$ cat src/design/stl_pkg.sv
`timescale 1ns / 1ps

package stl_pkg;

   typedef enum logic [2:0] {
      MODE_BLANK = 3'd0,
      MODE_WORD  = 3'd1,
      MODE_QUOTE = 3'd2,
      MODE_ESC   = 3'd3,
      MODE_SKIP  = 3'd4
   } mode_type;

   typedef enum logic [2:0] {
      EV_BYTE   = 3'd0,
      EV_WEND   = 3'd1,
      EV_OP     = 3'd2,
      EV_DONE   = 3'd3,
      EV_OPENQ  = 3'd4,
      EV_ESCEND = 3'd5
   } ev_type;

   localparam logic [7:0] CH_NUL   = 8'h00;
   localparam logic [7:0] CH_TAB   = 8'h09;
   localparam logic [7:0] CH_SPACE = 8'h20;
   localparam logic [7:0] CH_AMP   = 8'h26;
   localparam logic [7:0] CH_HASH  = 8'h23;
   localparam logic [7:0] CH_SQUOT = 8'h27;
   localparam logic [7:0] CH_SEMI  = 8'h3B;
   localparam logic [7:0] CH_LT    = 8'h3C;
   localparam logic [7:0] CH_GT    = 8'h3E;
   localparam logic [7:0] CH_BSL   = 8'h5C;
   localparam logic [7:0] CH_PIPE  = 8'h7C;

   // One classified character: one or two events, sharing the character.
   typedef struct packed {
      logic       two;
      ev_type     ev0;
      ev_type     ev1;
      logic [7:0] chr;
   } act_type;

   function automatic logic is_op(input logic [7:0] c);
      return (c == CH_LT) || (c == CH_GT) || (c == CH_PIPE) ||
             (c == CH_SEMI) || (c == CH_AMP);
   endfunction

   function automatic logic is_sep(input logic [7:0] c);
      return (c == CH_SPACE) || (c == CH_TAB);
   endfunction

endpackage

$ cat src/design/stl_front.sv
`timescale 1ns / 1ps

module stl_front import stl_pkg::*; (
   input  logic       clock,
   input  logic       reset,
   input  logic       push,
   input  logic [7:0] char_code,
   input  logic       q_full,
   output logic       full,
   output logic       act_valid,
   output act_type    act
);

   mode_type mode_ff, mode_in;
   logic     accept;
   logic     has_ev;
   logic     nul, op, hash, bsl, quo, sep;

   assign full   = q_full;
   assign accept = push & ~q_full;

   assign nul  = (char_code == CH_NUL);
   assign op   = is_op(char_code);
   assign hash = (char_code == CH_HASH);
   assign bsl  = (char_code == CH_BSL);
   assign quo  = (char_code == CH_SQUOT);
   assign sep  = is_sep(char_code);

   always_comb begin
      mode_in = mode_ff;
      if (accept) begin
         unique case (mode_ff)
            MODE_WORD: begin
               if (nul || op || (sep && !hash && !bsl && !quo)) mode_in = MODE_BLANK;
               else if (hash) mode_in = MODE_SKIP;
               else if (bsl) mode_in = MODE_ESC;
               else if (quo) mode_in = MODE_QUOTE;
               else mode_in = MODE_WORD;
            end
            MODE_QUOTE: begin
               if (nul) mode_in = MODE_BLANK;
               else if (quo) mode_in = MODE_WORD;
               else mode_in = MODE_QUOTE;
            end
            MODE_ESC: begin
               mode_in = nul ? MODE_BLANK : MODE_WORD;
            end
            MODE_SKIP: begin
               mode_in = nul ? MODE_BLANK : MODE_SKIP;
            end
            default: begin
               if (nul || op) mode_in = MODE_BLANK;
               else if (hash) mode_in = MODE_SKIP;
               else if (bsl) mode_in = MODE_ESC;
               else if (quo) mode_in = MODE_QUOTE;
               else if (sep) mode_in = MODE_BLANK;
               else mode_in = MODE_WORD;
            end
         endcase
      end
   end

   always_comb begin
      has_ev   = 1'b0;
      act.two  = 1'b0;
      act.ev0  = EV_BYTE;
      act.ev1  = EV_BYTE;
      act.chr  = char_code;
      unique case (mode_ff)
         MODE_WORD: begin
            if (nul) begin
               has_ev  = 1'b1;
               act.two = 1'b1;
               act.ev0 = EV_WEND;
               act.ev1 = EV_DONE;
            end else if (op) begin
               has_ev  = 1'b1;
               act.two = 1'b1;
               act.ev0 = EV_WEND;
               act.ev1 = EV_OP;
            end else if (hash || sep) begin
               has_ev  = 1'b1;
               act.ev0 = EV_WEND;
            end else if (!bsl && !quo) begin
               has_ev  = 1'b1;
               act.ev0 = EV_BYTE;
            end
         end
         MODE_QUOTE: begin
            if (nul) begin
               has_ev  = 1'b1;
               act.ev0 = EV_OPENQ;
            end else if (!quo) begin
               has_ev  = 1'b1;
               act.ev0 = EV_BYTE;
            end
         end
         MODE_ESC: begin
            has_ev  = 1'b1;
            act.ev0 = nul ? EV_ESCEND : EV_BYTE;
         end
         MODE_SKIP: begin
            if (nul) begin
               has_ev  = 1'b1;
               act.ev0 = EV_DONE;
            end
         end
         default: begin
            if (nul) begin
               has_ev  = 1'b1;
               act.ev0 = EV_DONE;
            end else if (op) begin
               has_ev  = 1'b1;
               act.ev0 = EV_OP;
            end else if (!hash && !bsl && !quo && !sep) begin
               has_ev  = 1'b1;
               act.ev0 = EV_BYTE;
            end
         end
      endcase
   end

   // Characters that cause no result only move the mode.
   assign act_valid = accept & has_ev;

   always_ff @(posedge clock) begin
      if (reset) begin
         mode_ff <= MODE_BLANK;
      end else begin
         mode_ff <= mode_in;
      end
   end

endmodule

$ cat src/design/stl_queue.sv
`timescale 1ns / 1ps

module stl_queue import stl_pkg::*; (
   input  logic    clock,
   input  logic    reset,
   input  logic    wr_en,
   input  act_type wr_act,
   input  logic    rd_en,
   output logic    q_full,
   output logic    q_empty,
   output act_type rd_act
);

   act_type    entry_ff [2];
   logic       wr_ptr_ff, wr_ptr_in;
   logic       rd_ptr_ff, rd_ptr_in;
   logic [1:0] count_ff, count_in;
   logic       do_wr, do_rd;

   assign q_full  = (count_ff == 2'd2);
   assign q_empty = (count_ff == 2'd0);
   assign rd_act  = entry_ff[rd_ptr_ff];

   assign do_wr = wr_en & ~q_full;
   assign do_rd = rd_en & ~q_empty;

   always_comb begin
      wr_ptr_in = do_wr ? ~wr_ptr_ff : wr_ptr_ff;
      rd_ptr_in = do_rd ? ~rd_ptr_ff : rd_ptr_ff;
      count_in  = count_ff + {1'b0, do_wr} - {1'b0, do_rd};
   end

   always_ff @(posedge clock) begin
      if (do_wr) begin
         entry_ff[wr_ptr_ff] <= wr_act;
      end
   end

   always_ff @(posedge clock) begin
      if (reset) begin
         wr_ptr_ff <= 1'b0;
         rd_ptr_ff <= 1'b0;
         count_ff  <= 2'd0;
      end else begin
         wr_ptr_ff <= wr_ptr_in;
         rd_ptr_ff <= rd_ptr_in;
         count_ff  <= count_in;
      end
   end

endmodule

$ cat src/design/stl_back.sv
`timescale 1ns / 1ps

module stl_back import stl_pkg::*; (
   input  logic       clock,
   input  logic       reset,
   input  logic       q_empty,
   input  act_type    head,
   output logic       q_pop,
   output logic       empty,
   input  logic       pop,
   output logic [2:0] rsp_event_res,
   output logic [7:0] rsp_token_byte,
   output logic       rsp_last
);

   logic       out_valid_ff, out_valid_in;
   ev_type     ev_ff, ev_in;
   logic [7:0] byte_ff, byte_in;
   logic       last_ff, last_in;
   logic       phase_ff, phase_in;
   logic       load;

   // Refill the output register when it is free or being drained this cycle.
   assign load  = ~q_empty & (~out_valid_ff | pop);
   assign q_pop = load & (~head.two | phase_ff);

   always_comb begin
      ev_in        = phase_ff ? head.ev1 : head.ev0;
      byte_in      = ((ev_in == EV_BYTE) || (ev_in == EV_OP)) ? head.chr : 8'd0;
      last_in      = ~head.two | phase_ff;
      phase_in     = phase_ff;
      out_valid_in = out_valid_ff;
      if (load) begin
         phase_in     = head.two & ~phase_ff;
         out_valid_in = 1'b1;
      end else if (pop) begin
         out_valid_in = 1'b0;
      end
   end

   always_ff @(posedge clock) begin
      if (load) begin
         ev_ff   <= ev_in;
         byte_ff <= byte_in;
         last_ff <= last_in;
      end
   end

   always_ff @(posedge clock) begin
      if (reset) begin
         out_valid_ff <= 1'b0;
         phase_ff     <= 1'b0;
      end else begin
         out_valid_ff <= out_valid_in;
         phase_ff     <= phase_in;
      end
   end

   assign empty          = ~out_valid_ff;
   assign rsp_event_res  = ev_ff;
   assign rsp_token_byte = byte_ff;
   assign rsp_last       = last_ff;

endmodule

$ cat src/design/shell_line_tokenizer_core.sv
`timescale 1ns / 1ps

// Command-line tokenizer: one character per transfer on the push side (code 0
// ends a line), tokenizer events on the pop side in order. A character is
// taken every cycle while full is low; its events reach the result register
// one per cycle while that register is free or popped; a character may yield
// two events (word end followed by an operator or line done). The scanner
// mode register and a two-entry queue sit ahead of the result register, so
// push and pop stall independently. Characters that yield no event (blanks,
// quotes, escapes, comment text) are absorbed with no result.
module shell_line_tokenizer_core import stl_pkg::*; (
   input  logic       clock,
   input  logic       reset,
   input  logic       push,
   output logic       full,
   input  logic [7:0] req_char_code,
   output logic       empty,
   input  logic       pop,
   output logic [2:0] rsp_event_res,
   output logic [7:0] rsp_token_byte,
   output logic       rsp_last
);

   logic    act_valid;
   act_type act;
   logic    q_full, q_empty, q_pop;
   act_type head;

   stl_front u_front (
      .clock     (clock),
      .reset     (reset),
      .push      (push),
      .char_code (req_char_code),
      .q_full    (q_full),
      .full      (full),
      .act_valid (act_valid),
      .act       (act)
   );

   stl_queue u_queue (
      .clock   (clock),
      .reset   (reset),
      .wr_en   (act_valid),
      .wr_act  (act),
      .rd_en   (q_pop),
      .q_full  (q_full),
      .q_empty (q_empty),
      .rd_act  (head)
   );

   stl_back u_back (
      .clock          (clock),
      .reset          (reset),
      .q_empty        (q_empty),
      .head           (head),
      .q_pop          (q_pop),
      .empty          (empty),
      .pop            (pop),
      .rsp_event_res  (rsp_event_res),
      .rsp_token_byte (rsp_token_byte),
      .rsp_last       (rsp_last)
   );

endmodule
$ cat config.mk
export PLATFORM = sky130hd
export DESIGN_NAME = shell_line_tokenizer_core
export DESIGN_NICKNAME = d
export VERILOG_FILES = /design/src/design/stl_pkg.sv /design/src/design/stl_front.sv /design/src/design/stl_queue.sv /design/src/design/stl_back.sv /design/src/design/shell_line_tokenizer_core.sv
export SDC_FILE = /design/constraint.sdc
export NUM_CORES = 1
export LEC_CHECK = 0
export BUFFER_PORTS_ARGS = -buffer_cell sky130_fd_sc_hd__buf_2
export CAP_MARGIN = 20
export CORE_MARGIN = 4
export CORE_UTILIZATION = 57
export DETAILED_ROUTE_END_ITERATION = 7
export PLACE_DENSITY = 0.83
export SYNTH_ARGS = -nofsm -noshare
export SYNTH_HDL_FRONTEND = slang
export SYNTH_SLANG_ARGS = --single-unit
$ cat constraint.sdc
create_clock -name clock -period 2.7 [get_ports clock]
set_input_delay 0.405 -clock clock [delete_from_list [all_inputs] [get_ports clock]]
set_output_delay 0.405 -clock clock [all_outputs]
set_load 0.02 [all_outputs]
Word level (Yosys, flattened, before mapping) --
Memories as Yosys holds them, arrays and structs flattened. A register that Yosys moved wholly into a read port is not among the register bits. Cells that the tools add are included.
Word-level totals: register bits 21, bits in writable memories 30, word-level logic and storage cells 112, memories 1
Cells by class: add/sub/neg operators 2, eq/ne operators 16, muxes and demuxes 44, bitwise gates (word level) 16, reductions and logical operators 24
Memory list:
- u_queue.entry_ff | depth 2, bits a word 15, read ports 1, clocked after memory_dff 1, write ports 1, line stl_queue.sv:14 | act_type entry_ff [2];
Operator list (count):
- 8-bit by 6-bit == test with 1-bit output (second input constant) | 7
- 3-bit 2-to-1 mux | 15
- 3-bit one-hot mux with 4 select lines | 2
- 1-bit 2-to-1 mux | 21
- 8-bit by 7-bit == test with 1-bit output (second input constant) | 2
- 3-bit by 2-bit == test with 1-bit output (second input constant) | 3
- 1-bit logical OR | 9
- 8-bit by 4-bit == test with 1-bit output (second input constant) | 1
- 8-bit zero test | 1
- 2-bit 2-to-1 mux | 4
- 1-bit bitwise AND | 7
- 1-bit logical AND | 7
- 7-bit 2-to-1 mux | 1
- 1-bit inverter | 7
- 1-bit zero test | 4
- 1-bit one-hot mux with 4 select lines | 1
- 3-bit by 1-bit == test with 1-bit output (second input constant) | 1
- 3-bit == test (second input constant) | 1
- 3-bit zero test | 1
- 2-bit by 1-bit adder with 2-bit output | 1
- 2-bit == test (second input constant) | 1
- 2-bit zero test | 1
- 1-bit OR | 2
- 2-bit nonzero test | 1
- 2-bit by 1-bit subtractor with 2-bit output | 1

Depth between registers and ports, before layout --
word-level depth 13, mapped depth 10, gate-level depth less buffers 9

By module --
From an unflattened synthesis, not the netlist that was laid out.
Unflattened totals: cells, all modules 199, area, all modules 2498.6 um^2
Modules (own cells, without submodules):
- stl_queue | instances 1, cells an instance 74, area an instance 1317.5 um^2
- stl_front | instances 1, cells an instance 86, area an instance 604.3 um^2
- stl_back | instances 1, cells an instance 39, area an instance 576.8 um^2

Worst setup path before layout --
OpenSTA, ideal clock, no wires.
path type input to register, start point in req_char_code[7], end point mem u_queue.entry_ff[0][0] in the netlist's numbering (enable), library setup time 0.384 ns, data arrival time 2.076 ns, slack 0.241 ns, stages on the path 5, buffers on the path 0, cells stage by stage or3_1 > nand2b_1 > a21oi_1 > o311a_4 > nor2b_1
On the way: cells in the longest elaborated chain, start to end 13, elaborated cells on any way between the ends 40, those cells by class 10 x eq/ne; 13 x mux; 2 x bitwise; 15 x reduce/logical
Ends and longest elaborated chain:
- from (decl) | line shell_line_tokenizer_core.sv:16 | input logic [7:0] req_char_code,
- 8-bit by 6-bit == test with 1-bit output / 8-bit by 7-bit == test with 1-bit output (equally long branches) | line stl_front.sv:24, stl_front.sv:25
- 1-bit zero test (on tied branches) | line stl_front.sv:115, stl_front.sv:84
- 1-bit logical AND (3 in series) | line stl_front.sv:115 | end else if (!hash && !bsl && !quo && !sep) begin
- 1-bit 2-to-1 mux | line stl_front.sv:115
- 1-bit 2-to-1 mux | line stl_front.sv:112 | end else if (op) begin
- 1-bit 2-to-1 mux | line stl_front.sv:109 | if (nul) begin
- 1-bit one-hot mux with 4 select lines * | line stl_front.sv:69 | unique case (mode_ff)
- 1-bit bitwise AND * | line stl_front.sv:124 | assign act_valid = accept & has_ev;
- 1-bit bitwise AND * | line stl_queue.sv:24 | assign do_wr = wr_en & ~q_full;
- 1-bit 2-to-1 mux * | line stl_queue.sv:34 | if (do_wr) begin
- 1-bit 2-to-1 mux (implied by the code) * | line stl_queue.sv:35 | entry_ff[wr_ptr_ff] <= wr_act;
- to (decl) | line stl_queue.sv:14
Mark *: on every way between the ends. The rest lies on a longest branch, timed or not.

Worst setup path after layout --
start point in req_char_code[0], end point reg u_queue.count_ff[1]
On the way: cells in the longest elaborated chain, start to end 13, elaborated cells on any way between the ends 40, those cells by class 2 x add/sub; 10 x eq/ne; 11 x mux; 2 x bitwise; 15 x reduce/logical
Ends and longest elaborated chain:
- 8-bit by 6-bit == test with 1-bit output / 8-bit by 7-bit == test with 1-bit output (equally long branches) | line stl_front.sv:24, stl_front.sv:25
- 1-bit zero test (on tied branches) | line stl_front.sv:115, stl_front.sv:84
- 1-bit logical AND (3 in series) | line stl_front.sv:115
- 1-bit 2-to-1 mux | line stl_front.sv:115
- 1-bit 2-to-1 mux | line stl_front.sv:112
- 1-bit 2-to-1 mux | line stl_front.sv:109
- 1-bit one-hot mux with 4 select lines * | line stl_front.sv:69
- 1-bit bitwise AND * | line stl_front.sv:124
- 1-bit bitwise AND * | line stl_queue.sv:24
- 2-bit by 1-bit adder with 2-bit output * | line stl_queue.sv:30 | count_in = count_ff + {1'b0, do_wr} - {1'b0, do_rd};
- 2-bit by 1-bit subtractor with 2-bit output * | line stl_queue.sv:30
- to (signal assigned) | line stl_queue.sv:47 | count_ff <= count_in;
- to (decl) | line stl_queue.sv:17 | logic [1:0] count_ff, count_in;
Marked as above. A chain may end at the register's enable or synchronous reset.

==> summary by stage <==
Drt
The count of nets left with antenna violations once routing finished came out at 0. The number of detailed-route iterations in the first pass is 4. The aggregate routed wire length is 4366 um.

Using the TritonRoute via totals, the vias-per-cell ratio works out to between 5 and 6. The routed wire length per instance is roughly 16 um. After the first detailed-routing iteration, the DRC count stood at roughly 120. The total via count in the routed design is between 1500 and 2000.

In the routed design, unresolved DRC markers number 0.

Yosys
For this run, the register share of the synthesized area comes to ~61%. Synthesis inferred 48 register bits. The async set or reset register ratio after synthesis is 0%. The number of nets handed over by synthesis was 190. After synthesis, the largest family of logic cells by area is simple AND/OR/NAND/NOR gates. The mean area per synthesized cell is about 12 um2. The count of different cell masters after synthesis is 47. For this run, the number of Yosys warnings is 0. The most used flip-flop cell after synthesis is edfxtp_1. The area fraction in compound gates after synthesis is 9.880%.

The simple-gate area share of the yosys netlist is about 17%. The share of cell area taken by muxes after synthesis is between 6 and 7%. The cell area after technology mapping is about 2200 um2. The synthesized design contains 38 enable-type register cells. The post-synthesis cell count is 176.

Summing the areas of all xor and xnor instances in the mapped netlist gives between 1 and 1.5% of the synthesized area. The arithmetic-cell share of the synthesized area counting full adders, half adders and majority gates is under 10%.

GRT
Summed over all layers, the global routing overflow is 0. The initial antenna violation count was 0. The maximum number of pins on one net before global-route repair is 15.

The met3 usage is between 4 and 5%. Global routing used 22.16% of the available met1 tracks. The global routing usage summed across all routing layers is between 10% and 20%.

The first-pass GRT wire length is roughly 7000 um. The global routing stage identified its most utilized layer as met2. The fraction of met2 tracks used by global routing is about a third. The number of global-route vias before repair is approximately 1600.

Hold path
In this run the worst hold path is classified as in -> reg. The beginning of the worst hold path is reset.

STA
The setup violation total in the final timing report is 0. The transition at the pin with the smallest max-transition slack is around 680 ps. On the final layout, the worst hold slack is slightly above 400 ps. Adding up every negative setup slack in the final design gives 0 ps.

Setup repair after global routing left no endpoint under its margin. The worst setup margin is roughly 160 ps. Headroom to the max-slew limit came out at between 50% and 60%. The number of slew-limit violations in the final report is 0. The maximum operating frequency is roughly 0.39 GHz. The setup skew after layout is roughly 7.2 ps. The shortest clock period the worst path allows after layout is 2543 ps. The final critical-path share of the clock period is 94.18%. The number of hold violations in the final report is 0.

Placement
At the end of routability-driven placement, the weighted congestion stood at 0.9055. The worst slack at placement is -143.1 ps. In this run the tool buffered the top-level ports with 25 buffer cells. The standard cell area after detailed placement is about 2500 um2. The HPWL after detailed placement is 3324 um.

The number of cells in the design after placement is 261.

Job
The reported max-cap violation count is 0.

Final layout
In the final layout, flip-flops and latches occupy between 1000 and 1500 um2. The area of the multi-input gates is roughly 780 um2. The repair_antennas step left the layout with diodes totalling 0. Compared with the post-synthesis result, the final layout area differs by 17.93%.

The number of nets in the layout is 235. The layout has between 200 and 300 filler cells. The finished cells cover 2584 um2. Measured on the finished design, the core utilization comes to 70.05%. In the final layout, the share of cells above drive strength 1 is a little over a quarter. Leaving out filler cells and counting taps, the final layout contains between 200 and 300.

Setup path
The maximum fanout count along the critical path is 9. The worst setup path category is in -> reg. The startpoint of the worst setup timing path is req_char_code[0].

The critical path required time is just under 3000 ps. The critical path capture point type is a register. At the worst endpoint, the arrival time is 2730 ps. The launching point of the worst reg2reg path is u_front.mode_ff[2]$_SDFFE_PP0P_.

The startpoint kind of the worst setup timing path is an input pin.

Power
The analysis attributes to cell leakage a power of approximately 0.97 nW. IR analysis of the VDD net gives a maximum drop of approximately 300 uV. The power per unit of standard cell area is around 870 nW/um2. The overall power of the completed layout is 2.255 mW.

Floorplan
The die area is just under 5000 um2. The row count is 22. The die boundary height is 70.00 um. For this configuration, the core starts out at a cell density of about 59%. For this design the top-level I/O count stands at 26. The core region is 3689 um2. The horizontal extent of the die is about 70 um.

Outcome
The run finished with clean final reports.

Clock tree
At the later pin of the worst-skew pair, clock insertion delay measures 290 ps. The largest buffer count on any clock path is 2. CTS placed an instance of clkbuf_8 at the clock tree root.

The CTS buffer count is 5. For this design, the CTS-stage hold fixing added 0 buffers. The TritonCTS clock tree is built. After clock tree synthesis, the clock-pin slew on the worst setup and hold paths is roughly 80 ps. The H-tree was split into 2 levels. The number of gates resized after CTS was 0. The number of buffers inserted by post-CTS setup repair is 0.

CTS saw 48 sinks.
-- synth_stat cells, drive strengths merged (3+ instances only) --
cell type | n | area, um2
nor3 | 3 | 15.01
nor2b | 5 | 31.28
edfxtp | 38 | 1141
o21ai | 4 | 20.01
and2 | 3 | 18.77
a21oi | 6 | 30.03
nor2 | 26 | 97.59
nand2 | 7 | 26.28
or3 | 3 | 18.77
mux2i | 11 | 110.1
dfxtp | 10 | 200.2
nor4 | 3 | 18.77
clkbuf | 7 | 26.28
inv | 6 | 22.52
nand2b | 7 | 43.79
-- cell families after synthesis --
group,Yosys count
adder cells (fa/ha/maj),2
buffers and inverters,15
multiplexers,13
XOR/XNOR,3
AND/OR/NAND/NOR,69
flip-flops,48
AO/OA/AOI/OAI,26
-- worst paths after layout --
check,cells past startpoint,to,slack (ps)
worst max-delay path,10,u_queue.count_ff[1]$_SDFF_PP0_,160
worst min-delay path,2,u_back.out_valid_ff$_SDFFE_PP0P_,420
worst max register to register,8,u_queue.count_ff[1]$_SDFF_PP0_,510
worst min register to register,2,u_back.out_valid_ff$_SDFFE_PP0P_,540
-- metal layers --
metal / share of wire [%] / vias up / wire length, um
li1: - / 745 / -
met1: 40 / 753 / 1734
met2: 51 / 56 / 2242
met3: 5.4 / 17 / 235
met4: 3.5 / 0 / 154
met5: 0 / - / 0
-- worst max-delay path, stage by stage --
cell	delay [ps]
buf_2	160
or4b_4	540
a311oi_4	400
a221oi_2	120
o311a_4	330
buf_4	150
ha_1	200
xor2_1	210
xnor2_1	170
nor2_1	60
-- power breakdown --
part / switching, mW / internal (mW)
Combinational: 0.461 / 0.297
Clock: 0.219 / 0.182
Sequential: 0.0712 / 1.03
Total: 0.751 / 1.50
-- cell type report --
| cell class | count | share of cell area (%) |
|---|---|---|
| Timing Repair Buffer | 47 | 11.38 |
| Sequential cell | 48 | 51.91 |
| Tap cell | 48 | 2.324 |
| Clock inverter | 1 | 0.1937 |
| Inverter | 6 | 0.8717 |
| Clock buffer | 7 | 2.954 |
| Multi-Input combinational cell | 113 | 30.36 |
-- flip-flops by register name (all words and copies together), names as in the netlist, named ones only --
register and count:
u_back.rsp_token_byte 8, u_front.mode_ff 3, u_back.out_valid_ff 1, u_back.rsp_last 1, u_back.phase_ff 1, u_queue.wr_ptr_ff 1
u_queue.rd_ptr_ff 1, u_queue.entry_ff 26, u_queue.count_ff 2, u_back.rsp_event_res 3
-- cell usage in the layout, fill, tap and decap left out, drive strengths merged, types with 2 or more instances in the layout --
master   Yosys  routed
a2111oi      2       2
a211oi       2       2
a21oi        6       6
a311oi       2       2
and2         3       3
buf          2      47
clkbuf       7       7
dfxtp       10      10
edfxtp      38      38
ha           2       2
inv          6       6
mux2i       11      11
nand2        7       7
nand2b       7       7
nand4        2       2
nand4b       2       2
nor2        26      26
nor2b        5       5
nor3         3       3
nor4         3       3
o21ai        4       4
or3          3       3
or4b         2       2
xnor2        2       2
(Power assumes the default switching activity.)
